`src/esc_pkg.sv`:
```
`timescale 1ns / 1ps

package esc_pkg;

  localparam logic [7:0]  CH_AT      = 8'h40;
  localparam logic [7:0]  CH_DOT     = 8'h2E;
  localparam logic [7:0]  CH_DASH    = 8'h2D;
  localparam logic [7:0]  CH_USCORE  = 8'h5F;
  localparam logic [7:0]  CH_NONE    = 8'h00;
  localparam logic [31:0] SUFFIX_COM = 32'h2E636F6D;

  typedef enum logic [2:0] {
    ERR_NONE   = 3'd0,
    ERR_EDGE   = 3'd1,
    ERR_PAIR   = 3'd2,
    ERR_AT2    = 3'd3,
    ERR_CHAR   = 3'd4,
    ERR_SUFFIX = 3'd5
  } err_t;

  typedef struct packed {
    logic [7:0]  first_char;
    logic [31:0] tail_window;
    logic        at_seen;
    err_t        early_error;
    logic        suffix_reached;
    logic        mid_address;
  } scan_state_t;

  localparam scan_state_t SCAN_RESET = '{
    first_char:     8'h00,
    tail_window:    32'h0,
    at_seen:        1'b0,
    early_error:    ERR_NONE,
    suffix_reached: 1'b0,
    mid_address:    1'b0
  };

  function automatic logic char_allowed(input logic [7:0] c);
    return (c >= 8'h61 && c <= 8'h7A) || (c >= 8'h30 && c <= 8'h39) ||
           c == CH_DOT || c == CH_DASH || c == CH_USCORE;
  endfunction

  function automatic logic edge_bad(input logic [7:0] c);
    return c == CH_AT || c == CH_DOT;
  endfunction

  // Judge one position from its character and the one after it.
  function automatic scan_state_t judge(input scan_state_t st, input logic [7:0] c,
                                        input logic [7:0] nxt);
    scan_state_t r;
    r = st;
    if (st.early_error == ERR_NONE) begin
      if ((c == CH_DOT || c == CH_AT) && nxt == CH_DOT) begin
        r.early_error = ERR_PAIR;
      end else if (c == CH_AT) begin
        if (st.at_seen) begin
          r.early_error = ERR_AT2;
        end else begin
          r.at_seen = 1'b1;
        end
      end else if (!char_allowed(c)) begin
        r.early_error = ERR_CHAR;
      end else begin
        r.suffix_reached = 1'b1;
      end
    end
    return r;
  endfunction

endpackage

```
`src/esc_judge.sv`:
```
`timescale 1ns / 1ps

module esc_judge (
  input  esc_pkg::scan_state_t st,
  input  logic [7:0]           char_code,
  output esc_pkg::scan_state_t st_next,
  output esc_pkg::err_t        verdict
);

  esc_pkg::scan_state_t s1;
  esc_pkg::scan_state_t s2;

  always_comb begin
    if (st.mid_address) begin
      s1 = esc_pkg::judge(st, st.tail_window[7:0], char_code);
    end else begin
      s1 = st;
      s1.first_char = char_code;
    end
    s1.tail_window = {st.tail_window[23:0], char_code};
    s1.mid_address = 1'b1;
    st_next = s1;

    // final position: nothing follows
    s2 = esc_pkg::judge(s1, char_code, esc_pkg::CH_NONE);
    if (esc_pkg::edge_bad(s1.first_char) || esc_pkg::edge_bad(char_code)) begin
      verdict = esc_pkg::ERR_EDGE;
    end else if (s2.suffix_reached && s2.tail_window != esc_pkg::SUFFIX_COM) begin
      verdict = esc_pkg::ERR_SUFFIX;
    end else begin
      verdict = s2.early_error;
    end
  end

endmodule

```
`config.mk`:
```
export PLATFORM = sky130hd
export DESIGN_NAME = esc_judge
export DESIGN_NICKNAME = d
export VERILOG_FILES = /design/src/esc_pkg.sv /design/src/esc_judge.sv
export SDC_FILE = /design/constraint.sdc
export NUM_CORES = 1
export LEC_CHECK = 0
export ABC_CLOCK_PERIOD_IN_PS = 3200
export BUFFER_PORTS_ARGS = -buffer_cell sky130_fd_sc_hd__clkbuf_2
export CORE_ASPECT_RATIO = 1.4
export CORE_MARGIN = 2
export CORE_UTILIZATION = 37
export DETAILED_ROUTE_END_ITERATION = 8
export PLACE_DENSITY_LB_ADDON = 0.2
export REMOVE_ABC_BUFFERS = 1
export SETUP_SLACK_MARGIN = 0.3
export SYNTH_ARGS = -nofsm -noshare
export SYNTH_HDL_FRONTEND = slang
export SYNTH_SLANG_ARGS = --single-unit
```
`constraint.sdc`:
```
create_clock -name vclk -period 3.2
set_input_delay 0.48 -clock vclk [all_inputs]
set_output_delay 0.48 -clock vclk [all_outputs]
set_load 0.01 [all_outputs]
```
# Word level (Yosys, flattened, before mapping)
# Index checks and enable logic that the tools add are counted.
# word_totals
reg_bits	0
word_cells	58
# op_classes
n_lt_le_gt_ge	8
eq_ne	11
n_mux	19
reduce_logical	20
# op_table
op	n
$mux 46	1
$eq 8x6->1 const B	5
$eq 8x7->1 const B	5
$ne 32x30->1 const B	1
$mux 3	9
$ge 8x6->1 const B	2
$ge 8x7->1 const B	2
$le 8x6->1 const B	2
$le 8x7->1 const B	2
$logic_or 1x1->1	12
$mux 1	7
$logic_and 1x1->1	6
$logic_not 3->1	2
$mux 5	1
$mux 4	1

# Logic depth before layout (Yosys ltp)
# depth
ltp_word	17
ltp_mapped	7

# Least setup slack after synthesis
# OpenSTA, ideal clock, no wires.
# synth_timing
path_kind	input-to-output
from	input st[7] in the netlist's numbering
to	output verdict[0]
arrival_ps	2170
path_slack_ps	550
path_stages	6
path_buffers	1
cell_sequence	buf_6 -> or4_4 -> nor4_4 -> and3b_1 -> o41a_1 -> o21ai_1
# synth_via
elab_chain_len	17
# synth_rtl
element	line	text
from (decl)	esc_judge.sv:4	input esc_pkg::scan_state_t st,
$ge 8x7->1, or another cell as far along	esc_pkg.sv:40	return (c >= 8'h61 && c <= 8'h7A) || (c >= 8'h30 && c <= 8'h39) ||
$logic_and 1x1->1	esc_pkg.sv:40	
$logic_or 1x1->1 (2 in series)	esc_pkg.sv:40	
$logic_or 1x1->1 (2 in series)	esc_pkg.sv:41	c == CH_DOT || c == CH_DASH || c == CH_USCORE;
$mux 1	esc_pkg.sv:62	end else if (!char_allowed(c)) begin
$mux 1	esc_pkg.sv:56	end else if (c == CH_AT) begin
$mux 1	esc_pkg.sv:54	if ((c == CH_DOT || c == CH_AT) && nxt == CH_DOT) begin
$mux 5	esc_pkg.sv:53	if (st.early_error == ERR_NONE) begin
$mux 46	esc_judge.sv:14	if (st.mid_address) begin
$mux 1	esc_pkg.sv:62	
$mux 1	esc_pkg.sv:56	
$mux 4	esc_pkg.sv:53	
$logic_and 1x1->1	esc_judge.sv:28	end else if (s2.suffix_reached && s2.tail_window != esc_pkg::SUFFIX_COM) begin
$mux 3 (*)	esc_judge.sv:28	
$mux 3 (*)	esc_judge.sv:26	if (esc_pkg::edge_bad(s1.first_char) || esc_pkg::edge_bad(char_code)) begin
to (decl)	esc_judge.sv:7	output esc_pkg::err_t verdict
# Mark *: on every way between the ends. The rest lies on a longest branch, timed or not.

# Worst setup path after layout
# layout_timing
from	input char_code[0]
to	output verdict[0]
# layout_via
elab_chain_len	12
# layout_rtl
element	line	text
from (decl)	esc_judge.sv:5	input logic [7:0] char_code,
$ge 8x7->1, or another cell as far along	esc_pkg.sv:40	
$logic_and 1x1->1	esc_pkg.sv:40	
$logic_or 1x1->1 (2 in series)	esc_pkg.sv:40	
$logic_or 1x1->1 (2 in series)	esc_pkg.sv:41	
$mux 1	esc_pkg.sv:62	
$mux 1	esc_pkg.sv:56	
$mux 4	esc_pkg.sv:53	
$logic_and 1x1->1	esc_judge.sv:28	
$mux 3	esc_judge.sv:28	
$mux 3 (*)	esc_judge.sv:26	
# Marks and branches as above.

==> out/results.ini <==
[status]
outcome = completed

[pwr]
p_int_uw = 79.2
power_frac_seq_pct = 0
clkPwrFrac_pct = 0
p_comb_share_pct = 100.0
power_density_nw_per_um2 = 126
p_sw_uw = 89.1
ir_drop_mv = 0.0738
p_leak_nw = 0.696
p_sw_share_pct = 52.9

[critical_path]
crit_required_ns = 2.72
startpoint_type = input pin
max_stage_delay_ns = 0.55
cp_cell_sequence = buf_12 -> or4_4 -> or4b_4 -> and2_1 -> o41ai_2 -> buf_4 -> nor2_1 -> o21ai_1 -> clkbuf_2
path_max_fanout = 5
arrival_ns = 2.35
crit_path_end_kind = primary output
critical-path-slowest-cell = or4b_4
path_class = input pin to primary output

[placed_design]
dp_hpwl_um = 2430
io_buffers = 94
dp_cells = 226
gp_congestion = 0.812

[synthesis]
syn-cell-area_um2 = 972
synthCells = 131
yosys-top-cells-area = buf_4, mux2_2, nand4b_1
synth_top_area_share_pct = 25.5
ys_warn_count = 0
postSynthAreaPerCell_um2 = 7.42
synth-seq-area-share_pct = 0
synthDistinctLibCells = 46
synth_area_leader_cell = buf_4

[routing]
vias = 1218
drtAntennaViolNets = 0
drt-total-wl_um = 3020
dr.pass1.iters = 4
via_per_inst = 5.25
first_iter_violations = 16
post_drt_wl_per_cell_um = 13.0
drt_drc_violations_left = 0

[cells_and_area]
fillers = 271
area_growth_pct = 37.8
nNetsFinal = 252
regArea_um2 = 0
nFlopsAndLatches = 0
nClkBuffers = 0
mostFrequentLayoutCell = clkbuf_2
drive_gt1_share_pct = 59.2
n_antenna_cell = 0
final_cell_mix = clkbuf_2, inv_1, buf_4
stdcell_count = 232

[die]
die_h_um = 64.7
die-area_um2 = 3060
fp.coreArea_um2 = 2560
placementRows = 22
die_w_um = 47.3
pin_count = 103
initial_core_util_pct = 38.0

[global_route]
grt_pass1_vias = 971
grt-ovfl-total = 0
grt_max_degree = 12
antenna_found_initial = 0
grt_pass1_wl_um = 4220
grt_usage_pct = 17.0

[run]
max_cap_violations = 0

[timing]
fmax_mhz = 353
fin_setup_tns_ns = 0
rsz0062_at_grt = yes
setup-violations-final = 0
maxSlewViolCount = 0
period_needed_ns = 2.83
post-route-period-util_pct = 88.6
final-hold-violation-count = 0

[cts]
postCtsHoldBufs = 0

[min_path]
hold_class = input pin to primary output

-- cell families after synthesis --
family,Yosys count,share of synthesized area [%]
AOI/OAI and AO/OA,26,17.8
buffers and inverters,42,29.9
and+or+nand+nor,53,42.1
other,1,0.386
xor gates and xnor gates,1,0.901
muxes,8,9.01
-- path summary, 6_finish.rpt --
path | start | endpoint | slack, ns | cells past startpoint
worst max-delay path | char_code[0] | verdict[0] | 0.37 | 9
worst min-delay path | st[25] | st_next[33] | 1.16 | 2
-- final cells by class --
| cell class | count | area (µm²) | share of cell area (%) |
|---|---|---|---|
| Tap cell | 36 | 45.0 | 3.36 |
| Multi-Input combinational cell | 89 | 721 | 53.8 |
| Inverter | 7 | 26.3 | 1.96 |
| Timing Repair Buffer | 100 | 548 | 40.9 |
-- per-stage QoR --
| stage | area, µm² | power (mW) | hold WS, ns | util (%) | setup WS, ns |
|---|---|---|---|---|---|
| 2_1_floorplan | 708 | 0.0521 | 0.960 | - | 0.615 |
| 3_3_place_gp | 1220 | 0.151 | 1.16 | 47.8 | 0.294 |
| 3_5_place_dp | 1220 | 0.153 | 1.16 | 47.8 | 0.282 |
| 4_1_cts | 1240 | 0.156 | 1.16 | 48.5 | 0.315 |
| 5_1_grt | 1340 | 0.183 | 1.17 | 52.3 | 0.264 |
| 6_report | 1340 | 0.168 | 1.16 | 52.3 | 0.365 |
-- cells in the mapped netlist (all sizes together), types with 2 or more instances --
master	number
buf	35
inv	7
a21oi	6
mux2	6
nand2	5
nor2	5
nand2b	4
nand3b	4
nand4	4
nand4b	4
nor4b	4
o21ai	4
o22ai	4
and4b	3
nor4	3
nor4bb	3
or4	3
a31oi	2
mux2i	2
nor3	2
o211ai	2
or4b	2
-- power by group through the flow --
stage	Clock (mW)	Combinational, mW	Sequential (mW)
after floorplan	0	0.0521	0
after global placement	0	0.151	0
after detailed placement	0	0.153	0
after CTS	0	0.156	0
after global routing	0	0.183	0
final	0	0.168	0
-- per-layer routing --
layer / vias to the layer above / track usage (%) / share of wire [%]
met5: - / 0 / 0
met4: 0 / 1.74 / 0.50
met3: 2 / 0.279 / 4.5
met2: 44 / 30.1 / 53
met1: 569 / 22.7 / 42
li1: 603 / - / -
-- worst max-delay path: cells and delay by family --
kind | cells | cell delay, ns
simple gates | 4 | 1.30
buf+inv | 3 | 0.44
compound gates | 2 | 0.13
-- timing repair --
action,in CTS,in global routing
pin swaps,2,13
cloned,0,0
endpoints found under the setup margin,2,3
hold endpoints to repair,0,0
setup buffers,1,5
resized for setup,2,24
Note: power is estimated with default switching activity, not from simulation.
